==> config.mk <==
export PLATFORM = sky130hd
export DESIGN_NAME = signed_count_rle_encoder
export DESIGN_NICKNAME = d
export VERILOG_FILES = /design/src/design/scre_pkg.sv /design/src/design/scre_datapath.sv /design/src/design/scre_ctrl.sv /design/src/design/signed_count_rle_encoder.sv
export SDC_FILE = /design/constraint.sdc
export NUM_CORES = 1
export LEC_CHECK = 0
export BUFFER_PORTS_ARGS = -buffer_cell sky130_fd_sc_hd__buf_2
export CAP_MARGIN = 0
export CELL_PAD_IN_SITES_DETAIL_PLACEMENT = 0
export CELL_PAD_IN_SITES_GLOBAL_PLACEMENT = 2
export CORE_MARGIN = 2
export CORE_UTILIZATION = 40
export DETAILED_ROUTE_END_ITERATION = 8
export PLACE_DENSITY_LB_ADDON = 0.1
export SLEW_MARGIN = 0
export SYNTH_ARGS = -nofsm -noshare
export SYNTH_HDL_FRONTEND = slang
export SYNTH_HIERARCHICAL = 1
export SYNTH_SLANG_ARGS = --single-unit
==> constraint.sdc <==
create_clock -name aclk -period 6.41 [get_ports aclk]
set_input_delay 0.3205 -clock aclk [delete_from_list [all_inputs] [get_ports aclk]]
set_output_delay 0.3205 -clock aclk [all_outputs]
set_load 0.1 [all_outputs]
==> src/design/scre_pkg.sv <==
`timescale 1ns / 1ps
`default_nettype none
// ----------------------------------------------------------------------------
// scre_pkg: shared definitions for the signed-count run-length encoder
// Constants, byte source codes and the command/status bundles that join
// the controller to the datapath.
// ----------------------------------------------------------------------------
package scre_pkg;

    // Coding limits and output packing.
    localparam int LIT_MAX   = 128;
    localparam int REP_MAX   = 127;
    localparam int OUT_LANES = 8;

    // Derived widths.
    localparam int LIT_AW    = $clog2(LIT_MAX);
    localparam int LIT_CW    = $clog2(LIT_MAX + 1);
    localparam int RUN_W     = $clog2(REP_MAX + 1);
    localparam int LANE_W    = $clog2(OUT_LANES);
    localparam int BCNT_W    = 4;
    localparam int BYTE_W    = 8;
    localparam int S_TDATA_W = 8;
    localparam int M_TDATA_W = 72;

    // Source of the byte handed to the output packer in a cycle.
    typedef enum logic [2:0] {
        SEL_NONE,
        SEL_LIT_HDR,
        SEL_LIT_DATA,
        SEL_REP_CNT,
        SEL_REP_BYTE
    } byte_sel_t;

    // Controller to datapath commands.
    typedef struct packed {
        logic      accept;
        logic      start_run;
        logic      split_run;
        logic      clear_run;
        logic      add_lit;
        byte_sel_t byte_sel;
        logic      finalize;
    } dp_cmd_t;

    // Datapath to controller status.
    typedef struct packed {
        logic match;
        logic have_run;
        logic run_split;
        logic run_full;
        logic run_zero;
        logic run_one;
        logic eos;
        logic lit_empty;
        logic lit_last;
        logic flush_last;
        logic byte_ready;
        logic acc_empty;
        logic out_free;
    } dp_status_t;

endpackage
`default_nettype wire

==> src/design/scre_datapath.sv <==
`timescale 1ns / 1ps
`default_nettype none
// ----------------------------------------------------------------------------
// scre_datapath: run state, literal store and output lane packer
// Holds the open run, the pending literal bytes in a small memory, and packs
// the emitted byte stream into results of up to eight bytes.
// ----------------------------------------------------------------------------
module scre_datapath (
    input  wire logic                           aclk,
    input  wire logic                           aresetn,
    input  wire scre_pkg::dp_cmd_t              cmd,
    output scre_pkg::dp_status_t                status,
    input  wire logic [scre_pkg::BYTE_W-1:0]    s_data,
    input  wire logic                           s_last,
    output logic                                m_tvalid,
    input  wire logic                           m_tready,
    // Fields from bit 0: out_byte_0..out_byte_7, byte_count, zero pad.
    output logic [scre_pkg::M_TDATA_W-1:0]      m_tdata,
    output logic                                m_tlast
);

    // Latched input beat.
    logic [scre_pkg::BYTE_W-1:0] in_byte_reg;
    logic                        eos_reg;

    // Open run.
    logic [scre_pkg::BYTE_W-1:0] run_byte_reg, run_byte_next;
    logic [scre_pkg::RUN_W-1:0]  run_len_reg, run_len_next;
    logic                        split_reg, split_next;
    logic                        have_run_reg, have_run_next;

    // Literal store and its flush pointer.
    logic [scre_pkg::BYTE_W-1:0] lit_mem [scre_pkg::LIT_MAX];
    logic [scre_pkg::BYTE_W-1:0] rd_data_reg;
    logic [scre_pkg::LIT_AW-1:0] rd_addr;
    logic [scre_pkg::LIT_CW-1:0] lit_cnt_reg, lit_cnt_next;
    logic [scre_pkg::LIT_AW-1:0] idx_reg, idx_next;

    // Lane packer: accumulating lanes and the output register.
    logic [scre_pkg::BYTE_W-1:0] acc_lane_reg [scre_pkg::OUT_LANES];
    logic [scre_pkg::BYTE_W-1:0] acc_lane_next [scre_pkg::OUT_LANES];
    logic [scre_pkg::BCNT_W-1:0] acc_cnt_reg, acc_cnt_next;
    logic [scre_pkg::BYTE_W-1:0] out_lane_reg [scre_pkg::OUT_LANES];
    logic [scre_pkg::BYTE_W-1:0] out_lane_next [scre_pkg::OUT_LANES];
    logic [scre_pkg::BCNT_W-1:0] out_cnt_reg, out_cnt_next;
    logic                        out_last_reg, out_last_next;
    logic                        out_valid_reg, out_valid_next;

    logic [scre_pkg::BYTE_W-1:0] emit_byte;
    logic                        emit_valid;
    logic                        out_free;
    logic                        byte_ready;
    logic                        acc_full;
    logic                        emit_take;

    localparam logic [scre_pkg::BCNT_W-1:0] ACC_FULL_CNT =
        scre_pkg::BCNT_W'(scre_pkg::OUT_LANES);

    // Packer back-pressure.
    assign out_free   = !out_valid_reg || m_tready;
    assign acc_full   = (acc_cnt_reg == ACC_FULL_CNT);
    assign byte_ready = !acc_full || out_free;
    assign emit_valid = (cmd.byte_sel != scre_pkg::SEL_NONE);
    assign emit_take  = emit_valid && byte_ready;

    // Byte source selection.
    always_comb begin
        case (cmd.byte_sel)
            scre_pkg::SEL_LIT_HDR:  emit_byte = 8'd0 - 8'(lit_cnt_reg);
            scre_pkg::SEL_LIT_DATA: emit_byte = rd_data_reg;
            scre_pkg::SEL_REP_CNT:  emit_byte = 8'(run_len_reg);
            scre_pkg::SEL_REP_BYTE: emit_byte = run_byte_reg;
            default:                emit_byte = '0;
        endcase
    end

    // Status toward the controller.
    always_comb begin
        status.match      = have_run_reg && (s_data == run_byte_reg);
        status.have_run   = have_run_reg;
        status.run_split  = split_reg;
        status.run_full   = (run_len_reg >= scre_pkg::RUN_W'(scre_pkg::REP_MAX));
        status.run_zero   = (run_len_reg == '0);
        status.run_one    = (run_len_reg == scre_pkg::RUN_W'(1));
        status.eos        = eos_reg;
        status.lit_empty  = (lit_cnt_reg == '0);
        status.lit_last   = (lit_cnt_reg == scre_pkg::LIT_CW'(scre_pkg::LIT_MAX - 1));
        status.flush_last = ((scre_pkg::LIT_CW'(idx_reg) + scre_pkg::LIT_CW'(1))
                             == lit_cnt_reg);
        status.byte_ready = byte_ready;
        status.acc_empty  = (acc_cnt_reg == '0);
        status.out_free   = out_free;
    end

    // Run state updates.
    always_comb begin
        run_byte_next = run_byte_reg;
        run_len_next  = run_len_reg;
        split_next    = split_reg;
        have_run_next = have_run_reg;
        if (cmd.accept && status.match) begin
            run_len_next = run_len_reg + scre_pkg::RUN_W'(1);
        end
        if (cmd.start_run) begin
            have_run_next = 1'b1;
            run_byte_next = in_byte_reg;
            run_len_next  = scre_pkg::RUN_W'(1);
            split_next    = 1'b0;
        end
        if (cmd.split_run) begin
            run_len_next = '0;
            split_next   = 1'b1;
        end
        if (cmd.clear_run) begin
            have_run_next = 1'b0;
            run_len_next  = '0;
            split_next    = 1'b0;
        end
    end

    // Literal count and flush pointer; the read address runs one ahead when
    // a data byte is taken so the registered read keeps pace.
    always_comb begin
        lit_cnt_next = lit_cnt_reg;
        idx_next     = idx_reg;
        rd_addr      = idx_reg;
        if (cmd.add_lit) begin
            lit_cnt_next = lit_cnt_reg + scre_pkg::LIT_CW'(1);
        end
        if (cmd.byte_sel == scre_pkg::SEL_LIT_HDR) begin
            idx_next = '0;
            rd_addr  = '0;
        end else if ((cmd.byte_sel == scre_pkg::SEL_LIT_DATA) && byte_ready) begin
            idx_next = idx_reg + scre_pkg::LIT_AW'(1);
            rd_addr  = idx_reg + scre_pkg::LIT_AW'(1);
            if (status.flush_last) begin
                lit_cnt_next = '0;
            end
        end
    end

    // Lane packer: a full lane set moves out when the next byte arrives, so
    // the final result of a burst can still be marked.
    always_comb begin
        acc_lane_next  = acc_lane_reg;
        acc_cnt_next   = acc_cnt_reg;
        out_lane_next  = out_lane_reg;
        out_cnt_next   = out_cnt_reg;
        out_last_next  = out_last_reg;
        out_valid_next = out_valid_reg && !m_tready;
        if (emit_take || cmd.finalize) begin
            if (acc_full || cmd.finalize) begin
                out_valid_next = 1'b1;
                out_cnt_next   = acc_cnt_reg;
                out_last_next  = cmd.finalize;
                for (int j = 0; j < scre_pkg::OUT_LANES; j++) begin
                    out_lane_next[j] = (scre_pkg::BCNT_W'(j) < acc_cnt_reg) ?
                                       acc_lane_reg[j] : '0;
                end
                acc_cnt_next = '0;
            end
            if (emit_take) begin
                if (acc_full) begin
                    acc_lane_next[0] = emit_byte;
                    acc_cnt_next     = scre_pkg::BCNT_W'(1);
                end else begin
                    acc_lane_next[acc_cnt_reg[scre_pkg::LANE_W-1:0]] = emit_byte;
                    acc_cnt_next = acc_cnt_reg + scre_pkg::BCNT_W'(1);
                end
            end
        end
    end

    // Control registers.
    always_ff @(posedge aclk) begin
        if (!aresetn) begin
            run_byte_reg  <= '0;
            run_len_reg   <= '0;
            split_reg     <= 1'b0;
            have_run_reg  <= 1'b0;
            lit_cnt_reg   <= '0;
            idx_reg       <= '0;
            acc_cnt_reg   <= '0;
            out_valid_reg <= 1'b0;
        end else begin
            run_byte_reg  <= run_byte_next;
            run_len_reg   <= run_len_next;
            split_reg     <= split_next;
            have_run_reg  <= have_run_next;
            lit_cnt_reg   <= lit_cnt_next;
            idx_reg       <= idx_next;
            acc_cnt_reg   <= acc_cnt_next;
            out_valid_reg <= out_valid_next;
        end
    end

    // Payload registers.
    always_ff @(posedge aclk) begin
        if (cmd.accept) begin
            in_byte_reg <= s_data;
            eos_reg     <= s_last;
        end
        acc_lane_reg <= acc_lane_next;
        out_lane_reg <= out_lane_next;
        out_cnt_reg  <= out_cnt_next;
        out_last_reg <= out_last_next;
    end

    // Literal store: one write port, one registered read port.
    always_ff @(posedge aclk) begin
        if (cmd.add_lit) begin
            lit_mem[lit_cnt_reg[scre_pkg::LIT_AW-1:0]] <= run_byte_reg;
        end
        rd_data_reg <= lit_mem[rd_addr];
    end

    // Result beat.
    always_comb begin
        m_tdata = '0;
        for (int j = 0; j < scre_pkg::OUT_LANES; j++) begin
            m_tdata[j*scre_pkg::BYTE_W +: scre_pkg::BYTE_W] = out_lane_reg[j];
        end
        m_tdata[scre_pkg::OUT_LANES*scre_pkg::BYTE_W +: scre_pkg::BCNT_W] = out_cnt_reg;
    end

    assign m_tvalid = out_valid_reg;
    assign m_tlast  = out_last_reg;

endmodule
`default_nettype wire

==> src/design/scre_ctrl.sv <==
`timescale 1ns / 1ps
`default_nettype none
// ----------------------------------------------------------------------------
// scre_ctrl: encoder sequencer
// Walks each input beat through run extension, run close, chunk split and
// end-of-stream flush, and steps the datapath through byte emission.
// ----------------------------------------------------------------------------
module scre_ctrl (
    input  wire logic                 aclk,
    input  wire logic                 aresetn,
    input  wire logic                 s_tvalid,
    output logic                      s_tready,
    input  wire scre_pkg::dp_status_t status,
    output scre_pkg::dp_cmd_t         cmd
);

    localparam logic [3:0] ST_IDLE     = 4'd0;
    localparam logic [3:0] ST_CLOSE    = 4'd1;
    localparam logic [3:0] ST_START    = 4'd2;
    localparam logic [3:0] ST_POST     = 4'd3;
    localparam logic [3:0] ST_SPLIT    = 4'd4;
    localparam logic [3:0] ST_FINAL    = 4'd5;
    localparam logic [3:0] ST_END      = 4'd6;
    localparam logic [3:0] ST_FL_HDR   = 4'd7;
    localparam logic [3:0] ST_FL_DATA  = 4'd8;
    localparam logic [3:0] ST_REP_CNT  = 4'd9;
    localparam logic [3:0] ST_REP_BYTE = 4'd10;

    logic [3:0] state_reg, state_next;
    logic [3:0] cont_reg, cont_next;   // where a run close continues
    logic [3:0] ret_reg, ret_next;     // where a repeat chunk returns
    logic [3:0] post_reg, post_next;   // where a literal flush returns

    // No beat is taken while reset is held.
    assign s_tready = (state_reg == ST_IDLE) && aresetn;

    always_comb begin
        state_next = state_reg;
        cont_next  = cont_reg;
        ret_next   = ret_reg;
        post_next  = post_reg;
        cmd        = '0;
        cmd.byte_sel = scre_pkg::SEL_NONE;

        case (state_reg)
            // Take a beat; a matching byte just extends the run.
            ST_IDLE: begin
                if (s_tvalid && s_tready) begin
                    cmd.accept = 1'b1;
                    if (status.match) begin
                        state_next = ST_POST;
                    end else begin
                        cont_next  = ST_START;
                        state_next = ST_CLOSE;
                    end
                end
            end

            // Close the open run: repeat chunk, literal, or nothing.
            ST_CLOSE: begin
                if (status.have_run && ((status.run_split && !status.run_zero) ||
                                        (!status.run_split && !status.run_one))) begin
                    ret_next = cont_reg;
                    if (!status.lit_empty) begin
                        post_next  = ST_REP_CNT;
                        state_next = ST_FL_HDR;
                    end else begin
                        state_next = ST_REP_CNT;
                    end
                end else begin
                    if (status.have_run && !status.run_split) begin
                        cmd.add_lit = 1'b1;
                    end
                    if (status.have_run && !status.run_split && status.lit_last) begin
                        post_next  = cont_reg;
                        state_next = ST_FL_HDR;
                    end else if (cont_reg == ST_START) begin
                        cmd.start_run = 1'b1;
                        state_next    = ST_POST;
                    end else begin
                        state_next = ST_FINAL;
                    end
                end
            end

            ST_START: begin
                cmd.start_run = 1'b1;
                state_next    = ST_POST;
            end

            // Full chunk, end of stream, or done with this beat.
            ST_POST: begin
                if (status.run_full) begin
                    ret_next = ST_SPLIT;
                    if (!status.lit_empty) begin
                        post_next  = ST_REP_CNT;
                        state_next = ST_FL_HDR;
                    end else begin
                        state_next = ST_REP_CNT;
                    end
                end else if (status.eos) begin
                    cont_next  = ST_FINAL;
                    state_next = ST_CLOSE;
                end else begin
                    state_next = ST_END;
                end
            end

            ST_SPLIT: begin
                cmd.split_run = 1'b1;
                state_next    = ST_POST;
            end

            // End of stream: drop the run and flush what is left.
            ST_FINAL: begin
                cmd.clear_run = 1'b1;
                if (!status.lit_empty) begin
                    post_next  = ST_END;
                    state_next = ST_FL_HDR;
                end else begin
                    state_next = ST_END;
                end
            end

            // Push the lanes still held, full or not, as the final result of the burst.
            ST_END: begin
                if (status.acc_empty) begin
                    state_next = ST_IDLE;
                end else if (status.out_free) begin
                    cmd.finalize = 1'b1;
                    state_next   = ST_IDLE;
                end
            end

            ST_FL_HDR: begin
                cmd.byte_sel = scre_pkg::SEL_LIT_HDR;
                if (status.byte_ready) begin
                    state_next = ST_FL_DATA;
                end
            end

            ST_FL_DATA: begin
                cmd.byte_sel = scre_pkg::SEL_LIT_DATA;
                if (status.byte_ready && status.flush_last) begin
                    state_next = post_reg;
                end
            end

            ST_REP_CNT: begin
                cmd.byte_sel = scre_pkg::SEL_REP_CNT;
                if (status.byte_ready) begin
                    state_next = ST_REP_BYTE;
                end
            end

            ST_REP_BYTE: begin
                cmd.byte_sel = scre_pkg::SEL_REP_BYTE;
                if (status.byte_ready) begin
                    state_next = ret_reg;
                end
            end

            default: begin
                state_next = ST_IDLE;
            end
        endcase
    end

    always_ff @(posedge aclk) begin
        if (!aresetn) begin
            state_reg <= ST_IDLE;
            cont_reg  <= ST_START;
            ret_reg   <= ST_POST;
            post_reg  <= ST_END;
        end else begin
            state_reg <= state_next;
            cont_reg  <= cont_next;
            ret_reg   <= ret_next;
            post_reg  <= post_next;
        end
    end

endmodule
`default_nettype wire

==> src/design/signed_count_rle_encoder.sv <==
`timescale 1ns / 1ps
`default_nettype none
// ----------------------------------------------------------------------------
// signed_count_rle_encoder: signed-count run-length encoder
// One raw byte per input beat, encoded bytes packed up to eight per result.
// ----------------------------------------------------------------------------
// One byte is taken at a time and processed to completion before the next is
// accepted. A byte that extends the open run passes through the post and end
// states; a byte that starts a new run first closes the old run. The sequencer
// hands one encoded byte per cycle to the lane packer while it is ready, and
// the literal store has a single read port (a literal flush sends a header,
// then the stored bytes). End-of-stream and chunk handling have own states,
// and the sequencer waits while the result register is held by back-pressure.
// Bytes of one input beat leave as results of eight bytes, with the last,
// possibly shorter, result flagged by m_tlast.
// ----------------------------------------------------------------------------
module signed_count_rle_encoder (
    input  wire logic                              aclk,
    input  wire logic                              aresetn,
    input  wire logic                              s_tvalid,
    output logic                                   s_tready,
    // Fields from bit 0: data_byte.
    input  wire logic [scre_pkg::S_TDATA_W-1:0]    s_tdata,
    input  wire logic                              s_tlast,
    output logic                                   m_tvalid,
    input  wire logic                              m_tready,
    // Fields from bit 0: out_byte_0..out_byte_7, byte_count, zero pad.
    output logic [scre_pkg::M_TDATA_W-1:0]         m_tdata,
    output logic                                   m_tlast
);

    scre_pkg::dp_cmd_t    cmd;
    scre_pkg::dp_status_t status;

    // Sequencer.
    scre_ctrl u_ctrl (
        .aclk     (aclk),
        .aresetn  (aresetn),
        .s_tvalid (s_tvalid),
        .s_tready (s_tready),
        .status   (status),
        .cmd      (cmd)
    );

    // Run state, literal store and packer.
    scre_datapath u_datapath (
        .aclk     (aclk),
        .aresetn  (aresetn),
        .cmd      (cmd),
        .status   (status),
        .s_data   (s_tdata[scre_pkg::BYTE_W-1:0]),
        .s_last   (s_tlast),
        .m_tvalid (m_tvalid),
        .m_tready (m_tready),
        .m_tdata  (m_tdata),
        .m_tlast  (m_tlast)
    );

    // A result always carries one to eight bytes.
    a_count_range: assert property (@(posedge aclk) disable iff (!aresetn)
        m_tvalid |-> (m_tdata[67:64] != 4'd0) && (m_tdata[67:64] <= 4'd8))
        else $error("result byte count out of range");

    // Only the final result of a burst may be short.
    a_full_unless_last: assert property (@(posedge aclk) disable iff (!aresetn)
        (m_tvalid && !m_tlast) |-> (m_tdata[67:64] == 4'd8))
        else $error("short result not marked last");

    // An accepted byte is always worked on before the next: s_tready falls after each accept.
    a_busy_after_accept: assert property (@(posedge aclk) disable iff (!aresetn)
        (s_tvalid && s_tready) |=> !s_tready)
        else $error("input accepted back to back");

    // No encoded byte is produced while waiting for input.
    a_no_emit_idle: assert property (@(posedge aclk) disable iff (!aresetn)
        (cmd.byte_sel != scre_pkg::SEL_NONE) |-> !s_tready)
        else $error("byte emitted while idle");

endmodule
`default_nettype wire
-- Word level (Yosys, flattened, before mapping)
Memory sizes are Yosys's and may differ from the RTL's. A register that Yosys moved wholly into a read port is not among the register bits.
Index checks and enable logic that the tools add are counted.
- bits in registers: 195
- RAM bits: 1024
- input bits: 13
- output and inout bits: 75
- word-level logic and storage cells: 202
- memories kept: 1
- add/subtract/negate cells: 6
- magnitude comparators: 11
- eq/ne operators: 33
- muxes and demuxes: 67
- bitwise operators: 3
- reduce and logical (&&, ||, !) cells: 48
- memories (memory ; depth ; bits a word ; read ports ; clocked after Yosys merged registers in ; wr ports ; line ; source):
    u_datapath.lit_mem ; 128 ; 8 ; 1 ; 1 ; 1 ; scre_datapath.sv:33 ; logic [scre_pkg::BYTE_W-1:0] lit_mem [scre_pkg::LIT_MAX];
- operators by type and width (operator ; count):
    4-bit two-way mux ; 24
    64-bit bitwise mux ; 1
    8-bit two-way mux ; 6
    4-bit case mux with 10 select lines ; 1
    8-bit case mux with 4 select lines ; 1
    8-bit demux with 3-bit select ; 1
    1-bit two-way mux ; 22
    4-bit by 3-bit == test with 1-bit output, second input constant ; 4
    4-bit == test, second input constant ; 4
    8-bit == test ; 2
    3-bit by 4-bit less-than comparator with 1-bit output, first input constant ; 4
    4-bit case mux with 2 select lines ; 2
    7-bit by 1-bit adder with 7-bit output, second input constant ; 2
    1-bit logical AND ; 14
    7-bit two-way mux ; 2
    4-bit by 2-bit == test with 1-bit output, second input constant ; 3
    2-bit by 1-bit != test with 1-bit output, second input constant ; 6
    3-bit case mux with 4 select lines ; 1
    4-bit case mux with 3 select lines ; 1
    2-bit != test, second input constant ; 5
    2-bit nonzero test ; 5
    3-bit two-way mux ; 3
    7-bit by 1-bit adder with 8-bit output, second input constant ; 1
    8-bit by 1-bit adder with 8-bit output, second input constant ; 1
    33 further kinds ; 52

-- Logic depth before layout (Yosys ltp)
Gate-level depths: netlist of run 1.
- depth in word-level cells: 11
- gate-level depth with buffers: 18
- mapped depth without buffers: 13

-- By module
Netlist of run 1, hierarchy kept.
- modules (own cells, without submodules) (module ; times used ; cells each ; area an instance (um2) ; seq. area each (um2)):
    scre_datapath ; 1 ; 3643 ; 48386.4 ; 35914.4
    scre_ctrl ; 1 ; 153 ; 1106.1 ; 260.2

-- Worst setup path after synthesis of run 1
No wires, ideal clock.
- kind: register to register
- from: register u_ctrl.state_reg[2]
- to: register u_datapath.out_lane_reg (netlist bit u_datapath/m_tdata[0]) (enable)
- library setup time: 0.512 ns
- arrival: 5.158 ns
- required time: 5.898 ns
- path slack: 0.740 ns
- cell stages (with the launch flop): 10
- path buffers: 3
- period minus slack after synthesis: 5.670 ns
- cells stage by stage: dfxtp_1 -> clkbuf_1 -> buf_2 -> nor3b_1 -> o21ai_0 -> inv_1 -> buf_1 -> or3_1 -> nand2_1 -> o21bai_1
- RTL lines (what ; line ; source):
    start, declared ; scre_ctrl.sv:29 ; logic [3:0] state_reg, state_next;
    start signal, assigned ; scre_ctrl.sv:176 ; state_reg <= state_next;
    end signal, assigned ; scre_datapath.sv:204 ; out_lane_reg <= out_lane_next;
    end, declared ; scre_datapath.sv:43 ; logic [scre_pkg::BYTE_W-1:0] out_lane_reg [scre_pkg::OUT_LANES];

==> flow_summary_export.csv, run 1 <==
group,metric,value,unit
logic_synthesis,yosysUniqueCellTypes,79,
critical_path,crit_chain,"buf_4 -> and4bb_2 -> or3b_1 -> nand2_1 -> o21ai_4 -> buf_12 -> buf_12 -> nand2_1 -> nand3_1 -> a21boi_0 -> a2111oi_0 -> and4_1 -> o221a_2",
critical_path,worstPathArrival,6.33,ns
timing,setup_viol,0,
route,drc,0,
cts,htree_levels,4,
final_layout,design_area,56500,sq um
cts,worstSkewPairLatency,0.76,ns
logic_synthesis,syn_area_per_cell,13.0,sq um
timing,drv_slew,0,
route,drtPass1Iterations,6,
cts,cts_sinks,1224,
final_layout,num-nets-final,3954,
cts,numCtsBuffers,136,
timing,tightest_slew,1.32,ns
die,die_x,356,um
timing,fin_setup_tns,0,ns
logic_synthesis,ys_seq_elements,1224,
critical_path,path_max_fanout,98,
worst_hold_path,hold_path.class,"input pin to flip-flop",
final_layout,multi_input_area,12400,sq um
final_layout,final-seq-area,36200,sq um
logic_synthesis,ys_async_sr_fraction,0,
route,viasPerCell,5.47,
run,maxCapViolCount,0,
die,io_pins,88,
logic_synthesis,synthCells,3796,
cts,cts-root-buf,"clkbuf_16",
logic_synthesis,yosysWarnings,6,
route,wl_per_cell,25.1,um
final_layout,drive_gt1_frac,0.114,
cts,postCtsSetupRepairBufs,0,
cts,tritoncts,"yes",
cts,clk_pin_slew_worst_paths,0.06,ns
global_routing,grt_pass1_wl,209000,um
global_routing,grt_pass1_vias,30400,
critical_path,cpMaxStageDelayCell,"a2111oi_0",
critical_path,cp-end-kind,"flip-flop",
timing,relSlewSlack,0.112,
logic_synthesis,synth_flop_cell,"edfxtp_1",
route,ant_nets,0,
final_layout,fillers,11100,
critical_path,required,7.12,ns
timing,finalHoldViolations,0,
timing,fin_skew,0.0306,ns
critical_path,path_class,"flip-flop to flip-flop",
placed_design,dpl.hpwl,89100,um
timing,period_share,0.878,
route,wl,142000,um
logic_synthesis,synth_area,49500,sq um
die,die_h,356,um
timing,fin_crit,5.63,ns
critical_path,slowest_delay,1.04,ns
global_routing,antenna_found_initial,7,
power_and_ir_drop,p_per_area,309,nW/um^2
outcome,status,"complete, no violations",
timing,rsz0062_at_grt,"false",
die,design.core.area,123000,sq um
route,num_vias,31000,
power_and_ir_drop,vdd_drop_max,0.275,mV
timing,max_freq,178,MHz
placed_design,dpl_cell_area,52100,sq um
global_routing,grt_max_degree,130,
critical_path,cp-start-kind,"flip-flop",
placed_design,gp_congestion,0.834,
timing,fin_ws,0.783,ns
final_layout,largest_reg_flops,1024,
cts,clockBufferDepth,3,
route,drt_iter0_drc,3299,
power_and_ir_drop,p_leak,18.9,nW
logic_synthesis,synth_edf_count,1166,
placed_design,port-buffer-count,83,
power_and_ir_drop,power,17.5,mW
placed_design,place_ws,0.697,ns
die,initial_core_util,0.401,
global_routing,globalRouteOverflowTotal,0,
final_layout,area_growth_syn_to_layout,14.1,%
die,dieArea,127000,sq um
logic_synthesis,yosysSeqAreaShare,0.731,
global_routing,grt_use_total,0.225,
die,rows,129,
-- layout by cell type (no fill, tap or decap), types with 11 or more instances in the layout --
| cell | Yosys | layout |
|---|---|---|
| a2111oi_0 | 32 | 32 |
| nand4_1 | 47 | 47 |
| clkbuf_16 | 0 | 141 |
| xor2_1 | 22 | 22 |
| clkbuf_1 | 79 | 37 |
| nor2b_1 | 80 | 80 |
| mux2i_1 | 91 | 89 |
| clkinv_1 | 2 | 21 |
| nand2_1 | 983 | 980 |
| nor4_2 | 12 | 22 |
| dfxtp_1 | 58 | 50 |
| a21boi_0 | 90 | 90 |
| and2_1 | 13 | 13 |
| nand3_1 | 468 | 467 |
| o21ai_0 | 15 | 14 |
| nor2_1 | 202 | 202 |
| clkinv_2 | 0 | 16 |
| buf_2 | 74 | 83 |
| dlygate4sd3_1 | 0 | 11 |
| nor3_1 | 25 | 23 |
| a311oi_1 | 17 | 17 |
| a21oi_1 | 26 | 26 |
| edfxtp_1 | 1166 | 1166 |
| buf_4 | 25 | 97 |
| inv_1 | 20 | 20 |
| xnor2_1 | 11 | 11 |
| a22oi_1 | 28 | 28 |
-- routing by layer --
layer | vias to the layer above | track usage | wire [um] | part of all wire
li1 | 14100 | - | - | -
met1 | 15700 | 0.317 | 63100 | 0.44
met2 | 1026 | 0.353 | 65700 | 0.46
met3 | 197 | 0.0442 | 9910 | 0.070
met4 | 0 | 0.0668 | 3570 | 0.025
met5 | - | 0 | 0 | 0
-- worst paths after layout --
check	start	to	slack, ns	cells after the start
hold / removal	s_tvalid	u_ctrl/cont_reg[0]	0.14	5
setup / recovery	u_ctrl/state_reg[3]	u_datapath/rd_data_reg[0]	0.78	13
setup reg to reg	u_ctrl/state_reg[3]	u_datapath/rd_data_reg[0]	0.78	13
hold reg to reg	u_datapath/in_byte_reg[7]	u_datapath/run_byte_reg[7]	0.50	2
-- report_power, final --
group          switching, mW  internal (mW)  leakage (nW)  total [mW]
logic                  0.552          0.142          5.66       0.693
clock network           3.13           4.40          2.08        7.53
registers              0.202           9.05          11.2        9.25
-- final cells by class --
| type | count | share of cell area |
|---|---|---|
| timing repair buffer | 202 | 0.0258 |
| clock buffer | 181 | 0.0657 |
| clock inverter | 64 | 0.0103 |
| tap | 1637 | 0.0363 |
| inverter | 23 | 0.00153 |
| antenna | 2 | 0.0000886 |
| multi-input combinational | 2346 | 0.219 |
| sequential | 1224 | 0.641 |
-- logic make-up after synthesis --
logic type                 after synthesis  share of synthesized area
DFF                                   1224                      0.731
AOI/OAI and AO/OA                      297                     0.0462
xor gates and xnor gates                33                    0.00584
and+or+nand+nor                       1904                      0.172
adders and majority gates                8                    0.00202
muxes                                  100                     0.0206
other                                    1                  0.0000758
buffers and inverters                  229                     0.0224
-- through the flow --
stage | utilization | instances | hold slack, ns
finish | 0.458 | 5679 | 0.140
global route | 0.458 | 5677 | 0.130
CTS | 0.458 | 5676 | 0.0845
detailed placement | 0.422 | 5420 | 0.478
global placement | 0.422 | 5420 | 0.483
floorplan | - | 3799 | 0.394
-- synth_stat cells, types with 25 or more instances --
cell type	n	area, sq um
nand3_1	468	2340
nor3_1	25	125
nor2b_1	80	500
nor2_1	202	758
buf_4	25	188
a21oi_1	26	130
clkbuf_1	79	297
nand2_1	983	3690
a22oi_1	28	210
nand4_1	47	294
mux2i_1	91	911
dfxtp_1	58	1160
a21boi_0	90	676
edfxtp_1	1166	35000
buf_2	74	370
a2111oi_0	32	280
-- critical path: cells and delay by family (launching register included) --
family	cells	cell delay, ns
and+or+nand+nor	6	1.83
buffers and inverters	3	1.16
AOI/OAI and AO/OA	4	1.97
DFF	1	0.50
-- timing repair --
item | CTS | global route
hold endpoints to repair | 17 | 0
endpoints found under the setup margin | 0 | 0
gates resized for setup | 0 | 0
hold buffers | 11 | 0
Power figures use the tool's default switching activity.
==> run 2, diff against run 1 <==
Settings changed: CORE_UTILIZATION 40 to 35, RECOVER_POWER from default to 50.
==> run 2 against run 1 <==
  * The flow now finishes with violations (max-capacitance violations, max-slew violations)
  * Sequential cell count unchanged
  * Highest routed layer unchanged
  * Clock-buffer cell count fell by 2
  * Total power rose by 1.1%
  * Die area is 14% higher
  * Final area increased by 0.46%
  * Combinational power rose by 7.1%
==> flow_summary_export.csv, run 2 (same netlist as run 1, synthesis figures left out) <==
group,metric,value,unit
outcome,status,"complete, but fails checks",
outcome,violations,"max-capacitance violations, max-slew violations",
timing,finalHoldViolations,0,
route,drc,0,
power_and_ir_drop,power,17.7,mW
final_layout,layout_common_cells,"1166 x edfxtp_1, 983 x nand2_1, 468 x nand3_1",
die,die_x,380,um
die,io_pins,88,
route,ant_nets,0,
final_layout,num-nets-final,3976,
route,drtPass1Iterations,7,
timing,relSlewSlack,-1.76,
critical_path,crit_chain,"nor3b_1 -> o21ai_0 -> inv_1 -> nor2b_1 -> nor2b_1 -> nor2_1 -> mux2i_4 -> buf_4 -> nand2_1 -> a32oi_1 -> nand4_1 -> a311oi_1 -> o221a_2",
placed_design,gp_congestion,0.802,
critical_path,regToRegSetupSlack,0.57,ns
cts,clk_pin_slew_worst_paths,0.06,ns
global_routing,grt_pass1_vias,29900,
route,wl,152000,um
critical_path,cpLargestDelayFamily,"compound AO/OA/AOI/OAI gates",
die,dieArea,144000,sq um
cts,cts-root-buf,"clkbuf_16",
timing,tightest_slew,4.14,ns
cts,numCtsBuffers,140,
final_layout,area_growth_syn_to_layout,14.6,%
critical_path,slowest_delay,0.99,ns
cts,tritoncts,"yes",
timing,drv_slew,965,
critical_path,cp-start-kind,"flip-flop",
final_layout,post-route-util,0.406,
timing,fin_setup_tns,0,ns
global_routing,grt_pass1_wl,221000,um
final_layout,design_area,56700,sq um
power_and_ir_drop,p_leak,18.7,nW
route,num_vias,30800,
die,die_h,380,um
timing,rsz0062_at_grt,"false",
power_and_ir_drop,vdd_drop_max,0.250,mV
die,initial_core_util,0.354,
run,maxCapViolCount,16,
final_layout,drive_gt1_frac,0.0874,
global_routing,antenna_found_initial,4,
worst_hold_path,hold_path.class,"input pin to flip-flop",
cts,cts-resized-gates,0,
placed_design,port-buffer-count,83,
cts,htree_levels,4,
critical_path,cpMaxStageDelayCell,"a311oi_1",
power_and_ir_drop,p_per_area,311,nW/um^2
critical_path,worstPathArrival,6.55,ns
cts,worstSkewPairLatency,0.78,ns
critical_path,path_max_fanout,70,
worst_hold_path,hold_start,"s_tvalid",
critical_path,path_class,"flip-flop to flip-flop",
timing,fin_skew,0.0215,ns
final_layout,diodes,0,
placed_design,dpl.hpwl,95700,um
timing,max_freq,171,MHz
cts,cts_sinks,1224,
placed_design,dpl_cell_area,52500,sq um
route,wl_per_cell,25.6,um
critical_path,required,7.12,ns
die,design.core.area,140000,sq um
global_routing,grt_max_degree,115,
cts,clockBufferDepth,3,
route,viasPerCell,5.19,
die,rows,137,
critical_path,critPathMostFrequentCell,"nor2b_1",
final_layout,largest_reg_flops,1024,
critical_path,crit_start,"u_ctrl/state_reg[2]",
critical_path,crit-reg2reg-launch,"u_ctrl/state_reg[2]",
critical_path,path_buf_inv,2,
final_layout,mostFrequentLayoutCell,"edfxtp_1",
route,drt_iter0_drc,2512,
timing,setup_viol,0,
global_routing,globalRouteOverflowTotal,0,
timing,period_share,0.911,
global_routing,grt_use_total,0.208,
critical_path,cp-end-kind,"flip-flop",
timing,fin_crit,5.84,ns
run 2: cell count changes in the layout (fill, tap and decap cells not counted), sizes merged:
cell      delta
clkbuf      +93
buf         -77
clkinvlp     -5
bufinv       -1
diode        -2
clkinv      +15
inv          -2
run 2: worst min-delay path: cells and delay by family:
kind / cells / cell delay (ns)
buffers and inverters: 1 / 0.12
AND/OR/NAND/NOR: 2 / 0.23
AO/OA/AOI/OAI: 2 / 0.17
run 2: layout make-up:
| cell class | count | area (sq um) |
|---|---|---|
| sequential | 1224 | 36200 |
| multi-input combinational | 2346 | 12300 |
| clock inverter | 71 | 608 |
| clock buffer | 179 | 3740 |
| fill | 13300 | 83100 |
| tap | 1876 | 2350 |
| inverter | 23 | 86.3 |
| timing repair buffer | 220 | 1450 |
run 2: routing by layer:
layer / part of all wire / vias to the layer above / GRT usage
met2: 0.45 / 707 / 0.318
li1: - / 14200 / -
met1: 0.49 / 15800 / 0.313
met3: 0.045 / 158 / 0.0310
met4: 0.017 / 0 / 0.0480
met5: 0 / - / 0
run 2: through the flow:
stage / hold slack [ns] / instances / worst slack (ns)
6_report: 0.127 / 5939 / 0.571
5_1_grt: 0.147 / 5939 / 0.315
4_1_cts: 0.0774 / 5939 / 0.629
3_5_place_dp: 0.475 / 5678 / 0.661
3_3_place_gp: 0.464 / 5678 / 0.301
2_1_floorplan: 0.394 / 3799 / 0.740
run 2: worst paths after layout:
check                                    end  depth (start not counted)
hold reg to reg   u_datapath/run_byte_reg[5]                          2
hold / removal            u_ctrl/cont_reg[0]                          5
setup / recovery   u_datapath/rd_data_reg[2]                         13
setup reg to reg   u_datapath/rd_data_reg[2]                         13
run 2: power breakdown:
part           switching, mW  internal (mW)
Combinational          0.609          0.133
Clock                   3.26           4.42
Sequential             0.153           9.09
Total                   4.02           13.6
run 2: timing repair:
item	4_1_cts	5_1_grt
buffers inserted	0	0
hold endpoints to repair	15	0
hold buffers	11	0
